===== src/sv/pmct_pkg.sv =====
`timescale 1ns / 1ps

package pmct_pkg;

   localparam int BYTE_W      = 8;
   localparam int SCREEN_W    = 13;
   localparam int CURSOR_W    = 5;
   localparam int POINTER_W   = 12;
   localparam int MOVE_W      = 9;
   localparam int CSR_INDEX_W = 4;
   localparam int CSR_DATA_W  = SCREEN_W;

   // signed width that holds pointer +/- a 9-bit delta and screen - cursor
   localparam int SUM_W = POINTER_W + 2;

   localparam int QUEUE_DEPTH = 2;
   localparam int QUEUE_PTR_W = $clog2(QUEUE_DEPTH);
   localparam int QUEUE_CNT_W = $clog2(QUEUE_DEPTH + 1);

   localparam logic [POINTER_W-1:0] POINTER_MAX = '1;

   // header byte layout
   localparam int LEFT_BIT   = 0;
   localparam int RIGHT_BIT  = 1;
   localparam int MIDDLE_BIT = 2;
   localparam int SYNC_BIT   = 3;
   localparam int X_SIGN_BIT = 4;
   localparam int Y_SIGN_BIT = 5;
   localparam int X_OVF_BIT  = 6;
   localparam int Y_OVF_BIT  = 7;

   localparam logic [SCREEN_W-1:0] SCREEN_WIDTH_RESET  = SCREEN_W'(800);
   localparam logic [SCREEN_W-1:0] SCREEN_HEIGHT_RESET = SCREEN_W'(600);
   localparam logic [CURSOR_W-1:0] CURSOR_WIDTH_RESET  = CURSOR_W'(16);
   localparam logic [CURSOR_W-1:0] CURSOR_HEIGHT_RESET = CURSOR_W'(14);

   typedef enum logic [CSR_INDEX_W-1:0] {
      CSR_SCREEN_WIDTH  = CSR_INDEX_W'(0),
      CSR_SCREEN_HEIGHT = CSR_INDEX_W'(1),
      CSR_CURSOR_WIDTH  = CSR_INDEX_W'(2),
      CSR_CURSOR_HEIGHT = CSR_INDEX_W'(3)
   } csr_index_type;

   typedef struct packed {
      logic [BYTE_W-1:0] header;
      logic [BYTE_W-1:0] x_byte;
      logic [BYTE_W-1:0] y_byte;
   } packet_type;

   typedef struct packed {
      logic [SCREEN_W-1:0] screen_width;
      logic [SCREEN_W-1:0] screen_height;
      logic [CURSOR_W-1:0] cursor_width;
      logic [CURSOR_W-1:0] cursor_height;
   } config_type;

   typedef struct packed {
      logic full;
      logic empty;
   } queue_status_type;

endpackage


===== src/sv/pmct_front.sv =====
`timescale 1ns / 1ps

module pmct_front
   import pmct_pkg::*;
(
   input  logic              clock,
   input  logic              reset,
   input  logic              req_valid,
   output logic              req_ready,
   input  logic [BYTE_W-1:0] req_data_byte,
   input  queue_status_type  queue_status,
   output logic              push_valid,
   output packet_type        push_packet
);

   typedef enum logic [1:0] {
      WAIT_HEADER = 2'd0,
      WAIT_X      = 2'd1,
      WAIT_Y      = 2'd2
   } phase_type;

   phase_type         phase_ff, phase_in;
   logic [BYTE_W-1:0] header_ff, header_in;
   logic [BYTE_W-1:0] x_byte_ff, x_byte_in;
   logic              take;

   assign req_ready = !queue_status.full;
   assign take      = req_valid && req_ready;

   always_comb begin
      phase_in   = phase_ff;
      header_in  = header_ff;
      x_byte_in  = x_byte_ff;
      push_valid = 1'b0;
      if (take) begin
         unique case (phase_ff)
            WAIT_X: begin
               x_byte_in = req_data_byte;
               phase_in  = WAIT_Y;
            end
            WAIT_Y: begin
               push_valid = 1'b1;
               phase_in   = WAIT_HEADER;
            end
            default: begin
               // drop bytes without the sync bit while hunting for a header
               if (req_data_byte[SYNC_BIT]) begin
                  header_in = req_data_byte;
                  phase_in  = WAIT_X;
               end else begin
                  phase_in = WAIT_HEADER;
               end
            end
         endcase
      end
   end

   assign push_packet = '{header: header_ff, x_byte: x_byte_ff, y_byte: req_data_byte};

   always_ff @(posedge clock) begin
      if (reset) begin
         phase_ff  <= WAIT_HEADER;
         header_ff <= '0;
         x_byte_ff <= '0;
      end else begin
         phase_ff  <= phase_in;
         header_ff <= header_in;
         x_byte_ff <= x_byte_in;
      end
   end

endmodule


===== src/sv/pmct_queue.sv =====
`timescale 1ns / 1ps

module pmct_queue
   import pmct_pkg::*;
(
   input  logic             clock,
   input  logic             reset,
   input  logic             push_valid,
   input  packet_type       push_packet,
   input  logic             pop,
   output packet_type       head_packet,
   output queue_status_type status
);

   packet_type             slot_ff [QUEUE_DEPTH];
   logic [QUEUE_PTR_W-1:0] wr_ptr_ff, wr_ptr_in;
   logic [QUEUE_PTR_W-1:0] rd_ptr_ff, rd_ptr_in;
   logic [QUEUE_CNT_W-1:0] count_ff, count_in;
   logic                   do_push;
   logic                   do_pop;

   assign status.full  = (count_ff == QUEUE_CNT_W'(QUEUE_DEPTH));
   assign status.empty = (count_ff == '0);
   assign do_push      = push_valid && !status.full;
   assign do_pop       = pop && !status.empty;
   assign head_packet  = slot_ff[rd_ptr_ff];

   always_comb begin
      wr_ptr_in = do_push ? wr_ptr_ff + 1'b1 : wr_ptr_ff;
      rd_ptr_in = do_pop ? rd_ptr_ff + 1'b1 : rd_ptr_ff;
      count_in  = count_ff;
      if (do_push && !do_pop) begin
         count_in = count_ff + 1'b1;
      end else if (do_pop && !do_push) begin
         count_in = count_ff - 1'b1;
      end
   end

   always_ff @(posedge clock) begin
      if (reset) begin
         wr_ptr_ff <= '0;
         rd_ptr_ff <= '0;
         count_ff  <= '0;
      end else begin
         wr_ptr_ff <= wr_ptr_in;
         rd_ptr_ff <= rd_ptr_in;
         count_ff  <= count_in;
      end
   end

   always_ff @(posedge clock) begin
      if (do_push) begin
         slot_ff[wr_ptr_ff] <= push_packet;
      end
   end

endmodule


===== src/sv/pmct_back.sv =====
`timescale 1ns / 1ps

module pmct_back
   import pmct_pkg::*;
(
   input  logic                        clock,
   input  logic                        reset,
   input  config_type                  cfg,
   input  queue_status_type            queue_status,
   input  packet_type                  head_packet,
   output logic                        pop,
   output logic                        rsp_valid,
   input  logic                        rsp_ready,
   output logic                        rsp_left_button,
   output logic                        rsp_right_button,
   output logic                        rsp_middle_button,
   output logic signed [MOVE_W-1:0]    rsp_move_x,
   output logic signed [MOVE_W-1:0]    rsp_move_y,
   output logic                        rsp_x_overflow,
   output logic                        rsp_y_overflow,
   output logic        [POINTER_W-1:0] rsp_pointer_x,
   output logic        [POINTER_W-1:0] rsp_pointer_y
);

   function automatic logic [POINTER_W-1:0] clamp_axis(
      input logic signed [SUM_W-1:0]  sum,
      input logic        [SCREEN_W-1:0] screen,
      input logic        [CURSOR_W-1:0] cursor
   );
      logic signed [SUM_W-1:0]     limit;
      logic        [POINTER_W-1:0] lim;
      logic        [POINTER_W-1:0] result;
      limit = $signed({{(SUM_W-SCREEN_W){1'b0}}, screen})
            - $signed({{(SUM_W-CURSOR_W){1'b0}}, cursor});
      if (limit < 0) begin
         lim = '0;
      end else if (limit > $signed({{(SUM_W-POINTER_W){1'b0}}, POINTER_MAX})) begin
         lim = POINTER_MAX;
      end else begin
         lim = limit[POINTER_W-1:0];
      end
      if (sum < 0) begin
         result = '0;
      end else if (sum > $signed({{(SUM_W-POINTER_W){1'b0}}, lim})) begin
         result = lim;
      end else begin
         result = sum[POINTER_W-1:0];
      end
      return result;
   endfunction

   logic [POINTER_W-1:0]     cursor_col_ff, cursor_col_in;
   logic [POINTER_W-1:0]     cursor_row_ff, cursor_row_in;
   logic                     valid_ff, valid_in;
   logic                     overflow;
   logic signed [MOVE_W-1:0] dx;
   logic signed [MOVE_W-1:0] dy;
   logic signed [SUM_W-1:0]  sum_x;
   logic signed [SUM_W-1:0]  sum_y;

   logic                        left_ff, right_ff, middle_ff;
   logic signed [MOVE_W-1:0]    move_x_ff, move_y_ff;
   logic                        x_ovf_ff, y_ovf_ff;

   // output register empty or being drained this cycle
   assign pop = !queue_status.empty && (!valid_ff || rsp_ready);

   assign overflow = head_packet.header[X_OVF_BIT] || head_packet.header[Y_OVF_BIT];
   assign dx = overflow ? '0 : $signed({head_packet.header[X_SIGN_BIT], head_packet.x_byte});
   assign dy = overflow ? '0 : $signed({head_packet.header[Y_SIGN_BIT], head_packet.y_byte});

   // row runs downward, so subtract the upward delta
   assign sum_x = $signed({{(SUM_W-POINTER_W){1'b0}}, cursor_col_ff}) + SUM_W'(dx);
   assign sum_y = $signed({{(SUM_W-POINTER_W){1'b0}}, cursor_row_ff}) - SUM_W'(dy);

   always_comb begin
      cursor_col_in = cursor_col_ff;
      cursor_row_in = cursor_row_ff;
      if (pop && !overflow) begin
         cursor_col_in = clamp_axis(sum_x, cfg.screen_width, cfg.cursor_width);
         cursor_row_in = clamp_axis(sum_y, cfg.screen_height, cfg.cursor_height);
      end
      valid_in = valid_ff;
      if (pop) begin
         valid_in = 1'b1;
      end else if (rsp_ready) begin
         valid_in = 1'b0;
      end
   end

   always_ff @(posedge clock) begin
      if (reset) begin
         valid_ff      <= 1'b0;
         cursor_col_ff <= '0;
         cursor_row_ff <= '0;
      end else begin
         valid_ff      <= valid_in;
         cursor_col_ff <= cursor_col_in;
         cursor_row_ff <= cursor_row_in;
      end
   end

   always_ff @(posedge clock) begin
      if (pop) begin
         left_ff   <= head_packet.header[LEFT_BIT];
         right_ff  <= head_packet.header[RIGHT_BIT];
         middle_ff <= head_packet.header[MIDDLE_BIT];
         move_x_ff <= dx;
         move_y_ff <= dy;
         x_ovf_ff  <= head_packet.header[X_OVF_BIT];
         y_ovf_ff  <= head_packet.header[Y_OVF_BIT];
      end
   end

   assign rsp_valid         = valid_ff;
   assign rsp_left_button   = left_ff;
   assign rsp_right_button  = right_ff;
   assign rsp_middle_button = middle_ff;
   assign rsp_move_x        = move_x_ff;
   assign rsp_move_y        = move_y_ff;
   assign rsp_x_overflow    = x_ovf_ff;
   assign rsp_y_overflow    = y_ovf_ff;
   assign rsp_pointer_x     = cursor_col_ff;
   assign rsp_pointer_y     = cursor_row_ff;

endmodule


===== src/sv/ps2_mouse_packet_cursor_tracker_unit.sv =====
`timescale 1ns / 1ps

// PS/2 mouse packet decoder with a clamped cursor position.
// req_* carries one raw mouse byte per transfer. The front end hunts for a
// header (sync bit 3 set, other bytes dropped), gathers the X and Y bytes,
// and pushes each complete packet into a two-entry queue.
// The back end pops one packet per cycle while its output register is free or
// being drained, decodes buttons, 9-bit deltas and overflow flags, moves the
// cursor (X adds, Y subtracts), clamps both axes to 0 .. screen size less
// cursor size (saturated to 0 .. 4095), and holds the result in an output register
// on rsp_*. On overflow the cursor holds still and the reported deltas are zero.
// Throughput: one byte per cycle while the queue is not full; a packet needs
// three byte transfers, then passes through the queue and the output register to rsp_valid.
// csr_* writes screen_width (0), screen_height (1), cursor_width (2) and
// cursor_height (3); other indexes are ignored. csr_ready is always high.
// Reset (synchronous) clears the byte phase, queue, output valid and cursor
// to zero, and loads the config defaults 800 x 600 with a 16 x 14 cursor.
// When rsp_ready is low, the output register holds; packets pile up in the
// queue, and req_ready drops once the queue is full.
module ps2_mouse_packet_cursor_tracker_unit
   import pmct_pkg::*;
(
   input  logic                        clock,
   input  logic                        reset,
   input  logic                        req_valid,
   output logic                        req_ready,
   input  logic        [BYTE_W-1:0]    req_data_byte,
   output logic                        rsp_valid,
   input  logic                        rsp_ready,
   output logic                        rsp_left_button,
   output logic                        rsp_right_button,
   output logic                        rsp_middle_button,
   output logic signed [MOVE_W-1:0]    rsp_move_x,
   output logic signed [MOVE_W-1:0]    rsp_move_y,
   output logic                        rsp_x_overflow,
   output logic                        rsp_y_overflow,
   output logic        [POINTER_W-1:0] rsp_pointer_x,
   output logic        [POINTER_W-1:0] rsp_pointer_y,
   input  logic                        csr_valid,
   output logic                        csr_ready,
   input  logic        [CSR_INDEX_W-1:0] csr_index,
   input  logic        [CSR_DATA_W-1:0]  csr_wdata
);

   config_type       cfg_ff, cfg_in;
   queue_status_type queue_status;
   packet_type       push_packet;
   packet_type       head_packet;
   logic             push_valid;
   logic             pop;

   // configuration registers: accept a write every cycle
   assign csr_ready = 1'b1;

   always_comb begin
      cfg_in = cfg_ff;
      if (csr_valid && csr_ready) begin
         unique case (csr_index)
            CSR_SCREEN_WIDTH:  cfg_in.screen_width  = csr_wdata;
            CSR_SCREEN_HEIGHT: cfg_in.screen_height = csr_wdata;
            CSR_CURSOR_WIDTH:  cfg_in.cursor_width  = csr_wdata[CURSOR_W-1:0];
            CSR_CURSOR_HEIGHT: cfg_in.cursor_height = csr_wdata[CURSOR_W-1:0];
            default: ; // drop writes to unmapped indexes
         endcase
      end
   end

   always_ff @(posedge clock) begin
      if (reset) begin
         cfg_ff.screen_width  <= SCREEN_WIDTH_RESET;
         cfg_ff.screen_height <= SCREEN_HEIGHT_RESET;
         cfg_ff.cursor_width  <= CURSOR_WIDTH_RESET;
         cfg_ff.cursor_height <= CURSOR_HEIGHT_RESET;
      end else begin
         cfg_ff <= cfg_in;
      end
   end

   // front end: byte framing
   pmct_front u_front (
      .clock         (clock),
      .reset         (reset),
      .req_valid     (req_valid),
      .req_ready     (req_ready),
      .req_data_byte (req_data_byte),
      .queue_status  (queue_status),
      .push_valid    (push_valid),
      .push_packet   (push_packet)
   );

   // packet queue between framing and cursor update
   pmct_queue u_queue (
      .clock       (clock),
      .reset       (reset),
      .push_valid  (push_valid),
      .push_packet (push_packet),
      .pop         (pop),
      .head_packet (head_packet),
      .status      (queue_status)
   );

   // back end: decode, move and clamp, output register
   pmct_back u_back (
      .clock             (clock),
      .reset             (reset),
      .cfg               (cfg_ff),
      .queue_status      (queue_status),
      .head_packet       (head_packet),
      .pop               (pop),
      .rsp_valid         (rsp_valid),
      .rsp_ready         (rsp_ready),
      .rsp_left_button   (rsp_left_button),
      .rsp_right_button  (rsp_right_button),
      .rsp_middle_button (rsp_middle_button),
      .rsp_move_x        (rsp_move_x),
      .rsp_move_y        (rsp_move_y),
      .rsp_x_overflow    (rsp_x_overflow),
      .rsp_y_overflow    (rsp_y_overflow),
      .rsp_pointer_x     (rsp_pointer_x),
      .rsp_pointer_y     (rsp_pointer_y)
   );

endmodule


===== config.mk =====
export PLATFORM = sky130hd
export DESIGN_NAME = ps2_mouse_packet_cursor_tracker_unit
export DESIGN_NICKNAME = d
export VERILOG_FILES = /design/src/sv/pmct_pkg.sv /design/src/sv/pmct_front.sv /design/src/sv/pmct_queue.sv /design/src/sv/pmct_back.sv /design/src/sv/ps2_mouse_packet_cursor_tracker_unit.sv
export SDC_FILE = /design/constraint.sdc
export NUM_CORES = 1
export LEC_CHECK = 0
export BUFFER_PORTS_ARGS = -buffer_cell sky130_fd_sc_hd__buf_2
export CORE_MARGIN = 2
export CORE_UTILIZATION = 56
export CTS_BUF_LIST = sky130_fd_sc_hd__clkbuf_4 sky130_fd_sc_hd__clkbuf_8
export DETAILED_ROUTE_END_ITERATION = 8
export HOLD_SLACK_MARGIN = 0.1
export PLACE_DENSITY_LB_ADDON = 0.05
export SLEW_MARGIN = 15
export SYNTH_ARGS = -nofsm -noshare
export SYNTH_HDL_FRONTEND = slang
export SYNTH_SLANG_ARGS = --single-unit

===== constraint.sdc =====
create_clock -name clock -period 4.2 [get_ports clock]
set_input_delay 0.84 -clock clock [delete_from_list [all_inputs] [get_ports clock]]
set_output_delay 0.84 -clock clock [all_outputs]
set_load 0.05 [all_outputs]

==> impl_metrics.prom, run 1 <==
# TYPE chip_impl_metric gauge
chip_impl_metric{name="postSynthCellCount",unit=""} 838
chip_impl_info{name="critPathTopFamily",value="simple AND/OR/NAND/NOR gates"} 1
chip_impl_info{name="critical_path.slowest_cell",value="sky130_fd_sc_hd__edfxtp_1"} 1
chip_impl_info{name="worst_r2r_end",value="u_back.rsp_pointer_y[8]"} 1
chip_impl_metric{name="ctsLongestPathBuffers",unit=""} 2
chip_impl_metric{name="detail-route-antenna-nets",unit=""} 0
chip_impl_metric{name="drt-total-wl",unit="um"} 21000
chip_impl_metric{name="netlist_area",unit="mm2"} 0.00837
chip_impl_metric{name="placeableCoreArea",unit="mm2"} 0.0146
chip_impl_metric{name="numCtsBuffers",unit=""} 17
chip_impl_metric{name="io_buffer_count",unit=""} 78
chip_impl_metric{name="stdcell_area",unit="mm2"} 0.0103
chip_impl_info{name="run_status",value="complete, but fails checks"} 1
chip_impl_info{name="worst_setup_path_start_kind",value="flop"} 1
chip_impl_metric{name="die_h",unit="um"} 126
chip_impl_metric{name="io_pins",unit=""} 80
chip_impl_metric{name="r2r.worst_path.cells",unit=""} 20
chip_impl_metric{name="final_period_minus_worst_setup_slack",unit="ps"} 4290
chip_impl_info{name="most-common-layout-cells",value="sky130_fd_sc_hd__dfxtp_1, sky130_fd_sc_hd__buf_2, sky130_fd_sc_hd__nor2_1"} 1
chip_impl_info{name="layout_commonest_cell",value="sky130_fd_sc_hd__dfxtp_1"} 1
chip_impl_metric{name="grt_residual_overflow",unit=""} 0
chip_impl_info{name="critical_path.most_common_cell",value="sky130_fd_sc_hd__nand2_2"} 1
chip_impl_metric{name="finalWorstSetupSlack",unit="ps"} -94.0
chip_impl_metric{name="finalCoreUtilization",unit="%"} 70.8
chip_impl_metric{name="avg_cell_area_syn",unit="um2"} 9.99
chip_impl_metric{name="total_leakage_power",unit="uW"} 0.00451
chip_impl_metric{name="drive_gt1_share",unit="%"} 29.5
chip_impl_metric{name="postSynth.asyncResetShare",unit="%"} 0
chip_impl_info{name="grt_setup_unrepaired",value="true"} 1
chip_impl_info{name="cts.root.buffer_cell",value="sky130_fd_sc_hd__clkbuf_8"} 1
chip_impl_metric{name="cap_viol_max_count",unit=""} 0
chip_impl_metric{name="nets",unit=""} 1078
chip_impl_metric{name="post-route-period-util",unit="%"} 102
chip_impl_metric{name="chipWidth",unit="um"} 126
chip_impl_info{name="regToRegStartpoint",value="u_queue.slot_ff[1][22]"} 1
chip_impl_metric{name="grt_pass1_vias",unit=""} 6489
chip_impl_info{name="criticalPathCategory",value="flop to flop"} 1
chip_impl_metric{name="detailed_route_via_count",unit=""} 6796
chip_impl_metric{name="detailedPlace.worstSlack",unit="ps"} -169
chip_impl_info{name="cp_cell_sequence",value="nor3b_4, or2_4, nand2_2, ha_4, nor2b_2, o21a_1, or2_4, a31oi_4, a21oi_2, xor2_2, ha_1, nand4_1, or3_4, nand2_2, nand2_2, a41oi_4, o31ai_4, buf_6, mux2i_1, a22o_1"} 1
chip_impl_metric{name="routed_via_density",unit=""} 5.77
chip_impl_metric{name="cp_num_buf_inv",unit=""} 1
chip_impl_metric{name="cellPowerDensity",unit="mW/mm2"} 501
chip_impl_metric{name="groute.usage.overall",unit="%"} 26.0
chip_impl_metric{name="biggest_fanout_along_the_worst_timing_path",unit=""} 8
chip_impl_metric{name="ys_types",unit=""} 69
chip_impl_metric{name="grt_start_max_net_pins",unit=""} 58
chip_impl_metric{name="worst_ir_drop_on_vdd",unit="mV"} 0.316
chip_impl_metric{name="synth_enable_flop_cells",unit=""} 69
chip_impl_info{name="worstSetupEndpointType",value="flop"} 1
chip_impl_metric{name="routed_wire_length_per_instance",unit="um"} 17.8
chip_impl_metric{name="finalMaxSlewViolations",unit=""} 0
chip_impl_metric{name="timing.max_slew.rel_slack",unit="%"} 35.6
chip_impl_info{name="tritoncts",value="built"} 1
chip_impl_metric{name="hpwl",unit="um"} 15000
chip_impl_metric{name="cpPeakStageDelay",unit="ps"} 450
chip_impl_metric{name="drt_first_pass_iters",unit=""} 8
chip_impl_metric{name="grt_pass1_wl",unit="um"} 32600
chip_impl_metric{name="clkLatencyLatePin",unit="ps"} 460
chip_impl_info{name="failed_checks",value="negative setup slack"} 1
chip_impl_metric{name="cts_max_level",unit=""} 4
chip_impl_info{name="crit_path_start",value="u_queue.slot_ff[1][22]"} 1
chip_impl_metric{name="worst-slew-pin-transition",unit="ps"} 964
chip_impl_metric{name="cp_data_arrival_time",unit="ps"} 4650
chip_impl_info{name="dominantRegCellSynth",value="sky130_fd_sc_hd__dfxtp_1"} 1
chip_impl_metric{name="placement.cell_area",unit="mm2"} 0.00931
chip_impl_metric{name="endpoint_required_time_on_the_critical_path",unit="ps"} 4560
chip_impl_metric{name="antenna_found_initial",unit=""} 0
chip_impl_metric{name="synth_sequential_area_ratio",unit="%"} 44.6
chip_impl_metric{name="regToRegSetupSlack",unit="ps"} -90
chip_impl_metric{name="drt_iter0_markers",unit=""} 476
chip_impl_metric{name="cts.hold.buffers_added",unit=""} 0
chip_impl_metric{name="cp.depth",unit=""} 20
chip_impl_metric{name="p_total",unit="uW"} 5170
chip_impl_metric{name="drc_errors",unit=""} 0
chip_impl_metric{name="initial_core_util",unit="%"} 57.4
chip_impl_metric{name="skew",unit="ps"} 10.4
chip_impl_metric{name="finalHoldViolCount",unit=""} 0
chip_impl_metric{name="clock_sink_count",unit=""} 152
chip_impl_metric{name="synth_fp_nets",unit=""} 935
chip_impl_metric{name="flow.area_growth_from_synthesis",unit="%"} 23.3
chip_impl_metric{name="clk_pin_slew",unit="ps"} 90
chip_impl_metric{name="gpl.final_weighted_congestion",unit=""} 0.950
chip_impl_metric{name="synthesis.yosys.warnings",unit=""} 0
chip_impl_info{name="critical_path.endpoint",value="u_back.rsp_pointer_y[8]"} 1
chip_impl_metric{name="setup_viol",unit=""} 10
chip_impl_metric{name="die_area",unit="mm2"} 0.0159
chip_impl_info{name="worst_hold_path_type",value="flop to flop"} 1
chip_impl_metric{name="maxClockFrequency",unit="MHz"} 233
chip_impl_metric{name="inserted_diodes",unit=""} 0
chip_impl_metric{name="placementRows",unit=""} 44
chip_impl_metric{name="register_bit_total_from_synthesis",unit=""} 152
## flip-flops by register name, indices dropped and copies added (netlist names), 7 cells and up, named ones only
name,flops
u_queue.slot_ff,46
u_back.rsp_move_y,9
u_back.rsp_move_x,9
cfg_ff,36
u_front.header_ff,7
u_back.rsp_pointer_x,12
u_back.rsp_pointer_y,12
u_front.x_byte_ff,8
## logic make-up (layout without fill, tap and decap cells)
logic type / count (synthesis) / count (layout) / share of synthesized area (%)
AND/OR/NAND/NOR: 245 / 245 / 14.1
AO/OA/AOI/OAI: 174 / 174 / 13.6
flip-flops: 152 / 152 / 44.6
buffers and inverters: 86 / 242 / 4.09
multiplexers: 72 / 72 / 8.79
adder cells (fa/ha/maj): 67 / 67 / 10.4
XOR/XNOR: 41 / 41 / 4.38
other: 1 / 1 / 0.0448
## report_power, final
group          internal, uW  switching (uW)
Combinational           916            1310
Clock                   560             604
Sequential             1720            69.4
## synthesized netlist by cell type (6+ instances only)
cell,number,share of area (%)
sky130_fd_sc_hd__a211o_1,7,0.73
sky130_fd_sc_hd__mux2_2,12,1.6
sky130_fd_sc_hd__inv_1,60,2.7
sky130_fd_sc_hd__a21oi_1,56,3.3
sky130_fd_sc_hd__clkbuf_1,15,0.67
sky130_fd_sc_hd__nor2b_1,8,0.60
sky130_fd_sc_hd__a21o_1,14,1.3
sky130_fd_sc_hd__edfxtp_1,69,25
sky130_fd_sc_hd__xor2_1,15,1.6
sky130_fd_sc_hd__o21ai_0,30,1.8
sky130_fd_sc_hd__nand2b_1,12,0.90
sky130_fd_sc_hd__nand3_1,17,1.0
sky130_fd_sc_hd__nor3_1,12,0.72
sky130_fd_sc_hd__and2_1,6,0.45
sky130_fd_sc_hd__xnor2_1,25,2.6
sky130_fd_sc_hd__and3_1,7,0.52
sky130_fd_sc_hd__o211ai_1,13,1.2
sky130_fd_sc_hd__o21a_1,7,0.63
sky130_fd_sc_hd__dfxtp_1,83,20
sky130_fd_sc_hd__nor2_1,80,3.6
sky130_fd_sc_hd__ha_1,63,9.4
sky130_fd_sc_hd__nand2_1,69,3.1
sky130_fd_sc_hd__mux2i_1,60,7.2
sky130_fd_sc_hd__nand4_1,6,0.45
sky130_fd_sc_hd__o21ai_1,8,0.48
## how the worst min path moves through the flow
stage	start	to	slack (ps)	depth (start not counted)
floorplan	u_front.header_ff[0]	u_queue.slot_ff[0][16]	430	0
global placement	u_front.header_ff[2]	u_queue.slot_ff[0][18]	430	0
detailed placement	u_front.header_ff[6]	u_queue.slot_ff[1][22]	450	0
CTS	u_front.header_ff[6]	u_queue.slot_ff[1][22]	470	0
global route	u_front.x_byte_ff[2]	u_queue.slot_ff[0][10]	480	0
finish	u_front.x_byte_ff[2]	u_queue.slot_ff[0][10]	470	0
## layout make-up
class | count | area, um2
Clock inverter | 13 | 159
Sequential cell | 152 | 3740
Timing Repair Buffer | 149 | 942
Fill cell | 1090 | 4260
Inverter | 61 | 229
Clock buffer | 19 | 249
Tap cell | 184 | 230
Multi-Input combinational cell | 600 | 4780
## what timing repair did
item | in CTS | in global routing
buffers inserted | 11 | 9
pin swaps | 20 | 26
setup endpoints to repair | 23 | 24
gates resized for setup | 49 | 52
cloned | 0 | 1
## metal layers
metal / vias up / share of wire [%] / track usage [%]
met2: 230 / 47 / 41.8
met1: 3244 / 45 / 35.2
met4: 0 / 2.1 / 9.31
li1: 3279 / - / -
met3: 43 / 5.1 / 5.01
met5: - / 0 / 0
## stage by stage
stage	hold slack, ps	instances	setup TNS (ps)
2_1_floorplan	425	838	0
3_3_place_gp	431	1125	-36.5
3_5_place_dp	449	1125	-2020
4_1_cts	471	1168	0
5_1_grt	480	1178	-3320
6_report	466	1178	-463
No activity file was read; power rests on OpenSTA's default activity.
==> run 2: changes to the inputs <==
SETUP_SLACK_MARGIN = 0.3   (was unset)
==> run 2 against run 1 <==
The run still ends with negative setup slack left. Non-clock buffer count is 1 lower. Final cell count did not move. Setup slack improved by 45 ps. Register-to-register slack improved by 40 ps. Sequential power barely moved. Global-route usage decreased by 0.075 points. Die area did not move. Clock-buffer cell count is the same. Critical path type unchanged. Critical endpoint is now u_back.rsp_pointer_y[11]. Largest cell class unchanged. Largest power group unchanged.
==> impl_metrics.prom, run 2 (same netlist as run 1, synthesis figures left out) <==
# TYPE chip_impl_metric gauge
chip_impl_info{name="largest-register",value="u_queue.slot_ff"} 1
chip_impl_metric{name="setup_viol",unit=""} 4
chip_impl_metric{name="maxClockFrequency",unit="MHz"} 235
chip_impl_metric{name="numCtsBuffers",unit=""} 17
chip_impl_metric{name="flow.area_growth_from_synthesis",unit="%"} 26.0
chip_impl_metric{name="post-route-period-util",unit="%"} 101
chip_impl_info{name="worst_hold_path_type",value="flop to flop"} 1
chip_impl_metric{name="timing.max_slew.rel_slack",unit="%"} 23.8
chip_impl_info{name="cts.root.buffer_cell",value="sky130_fd_sc_hd__clkbuf_8"} 1
chip_impl_metric{name="grt_pass1_vias",unit=""} 6498
chip_impl_metric{name="clock_sink_count",unit=""} 152
chip_impl_metric{name="stdcell_area",unit="mm2"} 0.0106
chip_impl_metric{name="clkLatencyLatePin",unit="ps"} 460
chip_impl_metric{name="detailed_route_via_count",unit=""} 6797
chip_impl_metric{name="drt_iter0_markers",unit=""} 595
chip_impl_info{name="most-common-layout-cells",value="sky130_fd_sc_hd__dfxtp_1, sky130_fd_sc_hd__buf_2, sky130_fd_sc_hd__nor2_1, sky130_fd_sc_hd__edfxtp_1, sky130_fd_sc_hd__nand2_1"} 1
chip_impl_metric{name="placement.cell_area",unit="mm2"} 0.00933
chip_impl_metric{name="io_pins",unit=""} 80
chip_impl_info{name="worstSetupEndpointType",value="flop"} 1
chip_impl_metric{name="nets",unit=""} 1078
chip_impl_metric{name="met2_usage",unit="%"} 42.3
chip_impl_metric{name="routed_wire_length_per_instance",unit="um"} 17.7
chip_impl_info{name="reg_top3",value="u_queue.slot_ff: 46 flops, cfg_ff: 36 flops"} 1
chip_impl_metric{name="drt_first_pass_iters",unit=""} 5
chip_impl_metric{name="total_leakage_power",unit="uW"} 0.00456
chip_impl_metric{name="skew",unit="ps"} 11.0
chip_impl_metric{name="drive_gt1_share",unit="%"} 32.0
chip_impl_info{name="run_status",value="complete, but fails checks"} 1
chip_impl_metric{name="final_period_minus_worst_setup_slack",unit="ps"} 4250
chip_impl_metric{name="biggest_fanout_along_the_worst_timing_path",unit=""} 8
chip_impl_metric{name="cp_num_buf_inv",unit=""} 0
chip_impl_metric{name="initial_core_util",unit="%"} 57.4
chip_impl_metric{name="cap_viol_max_count",unit=""} 0
chip_impl_metric{name="nFillCells",unit=""} 1037
chip_impl_metric{name="finalMaxSlewViolations",unit=""} 0
chip_impl_metric{name="grt_pass1_wl",unit="um"} 32700
chip_impl_info{name="layout_commonest_cell",value="sky130_fd_sc_hd__dfxtp_1"} 1
chip_impl_metric{name="grt.met3_usage",unit="%"} 4.55
chip_impl_metric{name="regArea",unit="mm2"} 0.00374
chip_impl_metric{name="cts_max_level",unit=""} 4
chip_impl_info{name="cp_cell_sequence",value="nor3b_4, or2_4, nand2_2, ha_4, nor2b_1, o21a_1, or2_4, a31oi_4, a21oi_2, xor2_1, ha_1, nand4_1, or3_4, nand3_2, nand2_2, a41oi_2, o31ai_4, or2_4, a32o_1"} 1
chip_impl_info{name="criticalPathCategory",value="flop to flop"} 1
chip_impl_metric{name="antenna_found_initial",unit=""} 0
chip_impl_metric{name="gpl.final_weighted_congestion",unit=""} 0.910
chip_impl_info{name="grt_setup_unrepaired",value="true"} 1
chip_impl_metric{name="cellPowerDensity",unit="mW/mm2"} 480
chip_impl_metric{name="hpwl",unit="um"} 15100
chip_impl_info{name="failed_checks",value="negative setup slack"} 1
chip_impl_info{name="critical_path.most_common_cell",value="sky130_fd_sc_hd__or2_4"} 1
chip_impl_metric{name="cpPeakStageDelay",unit="ps"} 440
chip_impl_metric{name="ctsLongestPathBuffers",unit=""} 2
chip_impl_metric{name="finalHoldViolCount",unit=""} 0
chip_impl_metric{name="endpoint_required_time_on_the_critical_path",unit="ps"} 4550
chip_impl_info{name="tritoncts",value="built"} 1
chip_impl_metric{name="inserted_diodes",unit=""} 0
chip_impl_metric{name="grt_residual_overflow",unit=""} 0
chip_impl_metric{name="worst-slew-pin-transition",unit="ps"} 1140
chip_impl_metric{name="drc_errors",unit=""} 0
chip_impl_metric{name="p_total",unit="uW"} 5070
chip_impl_metric{name="die_h",unit="um"} 126
chip_impl_metric{name="clk_pin_slew",unit="ps"} 80
chip_impl_info{name="worst_setup_path_start_kind",value="flop"} 1
chip_impl_metric{name="chipWidth",unit="um"} 126
chip_impl_metric{name="detail-route-antenna-nets",unit=""} 0
chip_impl_metric{name="global_route.usage.met1",unit="%"} 35.1
chip_impl_metric{name="multi_input_comb_area",unit="mm2"} 0.00498
chip_impl_metric{name="io_buffer_count",unit=""} 78
chip_impl_metric{name="placeableCoreArea",unit="mm2"} 0.0146
chip_impl_metric{name="largest_register_ffs",unit=""} 46
chip_impl_info{name="critical_path.slowest_cell",value="sky130_fd_sc_hd__edfxtp_1"} 1
chip_impl_metric{name="routed_via_density",unit=""} 5.77
chip_impl_metric{name="groute.usage.overall",unit="%"} 25.9
chip_impl_info{name="grt-busiest-layer",value="met2"} 1
chip_impl_metric{name="finalWorstSetupSlack",unit="ps"} -49.1
chip_impl_metric{name="cp_data_arrival_time",unit="ps"} 4600
chip_impl_metric{name="grt_start_max_net_pins",unit=""} 51
chip_impl_metric{name="cts.hold.buffers_added",unit=""} 0
chip_impl_metric{name="worst_ir_drop_on_vdd",unit="mV"} 0.280
chip_impl_metric{name="drt-total-wl",unit="um"} 20900
chip_impl_metric{name="placementRows",unit=""} 44
chip_impl_metric{name="die_area",unit="mm2"} 0.0159
chip_impl_info{name="critPathTopFamily",value="simple AND/OR/NAND/NOR gates"} 1
[run 2: metal layers]
layer / vias to the layer above / wire, um
met5: - / 0
met4: 0 / 354
met3: 35 / 1180
met2: 228 / 10000
met1: 3253 / 9300
li1: 3281 / -
[run 2: final timing paths]
kind,start,slack [ps],cells past startpoint,to
setup / recovery,u_queue.slot_ff[1][23],-50,19,u_back.rsp_pointer_y[11]
setup reg to reg,u_queue.slot_ff[1][23],-50,19,u_back.rsp_pointer_y[11]
hold reg to reg,u_front.x_byte_ff[3],460,0,u_queue.slot_ff[0][11]
hold / removal,u_front.x_byte_ff[3],460,0,u_queue.slot_ff[0][11]
[run 2: stage by stage]
step | setup TNS (ps) | setup WS (ps) | utilization, % | hold WS (ps) | instances
after CTS | 0 | 17.7 | 70.3 | 458 | 1169
after global placement | -1200 | -161 | 64.0 | 430 | 1111
after detailed placement | -2670 | -272 | 64.0 | 441 | 1111
final | -122 | -49.1 | 72.3 | 458 | 1178
after floorplan | 0 | 174 | - | 425 | 838
after global routing | -4350 | -261 | 72.3 | 475 | 1178
[run 2: cell type report]
class | instances | share of cell area, %
Multi-Input combinational cell | 601 | 47.2
Sequential cell | 152 | 35.4
Clock buffer | 19 | 2.42
Inverter | 61 | 2.17
Clock inverter | 13 | 1.36
Tap cell | 184 | 2.18
Timing Repair Buffer | 148 | 9.25
[run 2: report_power, final]
group          switching (uW)  total [uW]  leakage, uW  internal [uW]
clock                     573        1130     0.000200            556
sequential               70.0        1780      0.00131           1710
combinational            1280        2150      0.00305            876
[run 2: timing repair]
| item | 4_1_cts | 5_1_grt |
|---|---|---|
| cloned | 1 | 1 |
| setup buffers | 25 | 8 |
| endpoints found under the hold margin | 0 | 0 |
| gates resized for setup | 78 | 44 |
| pin swaps | 24 | 31 |
| endpoints found under the setup margin | 24 | 24 |
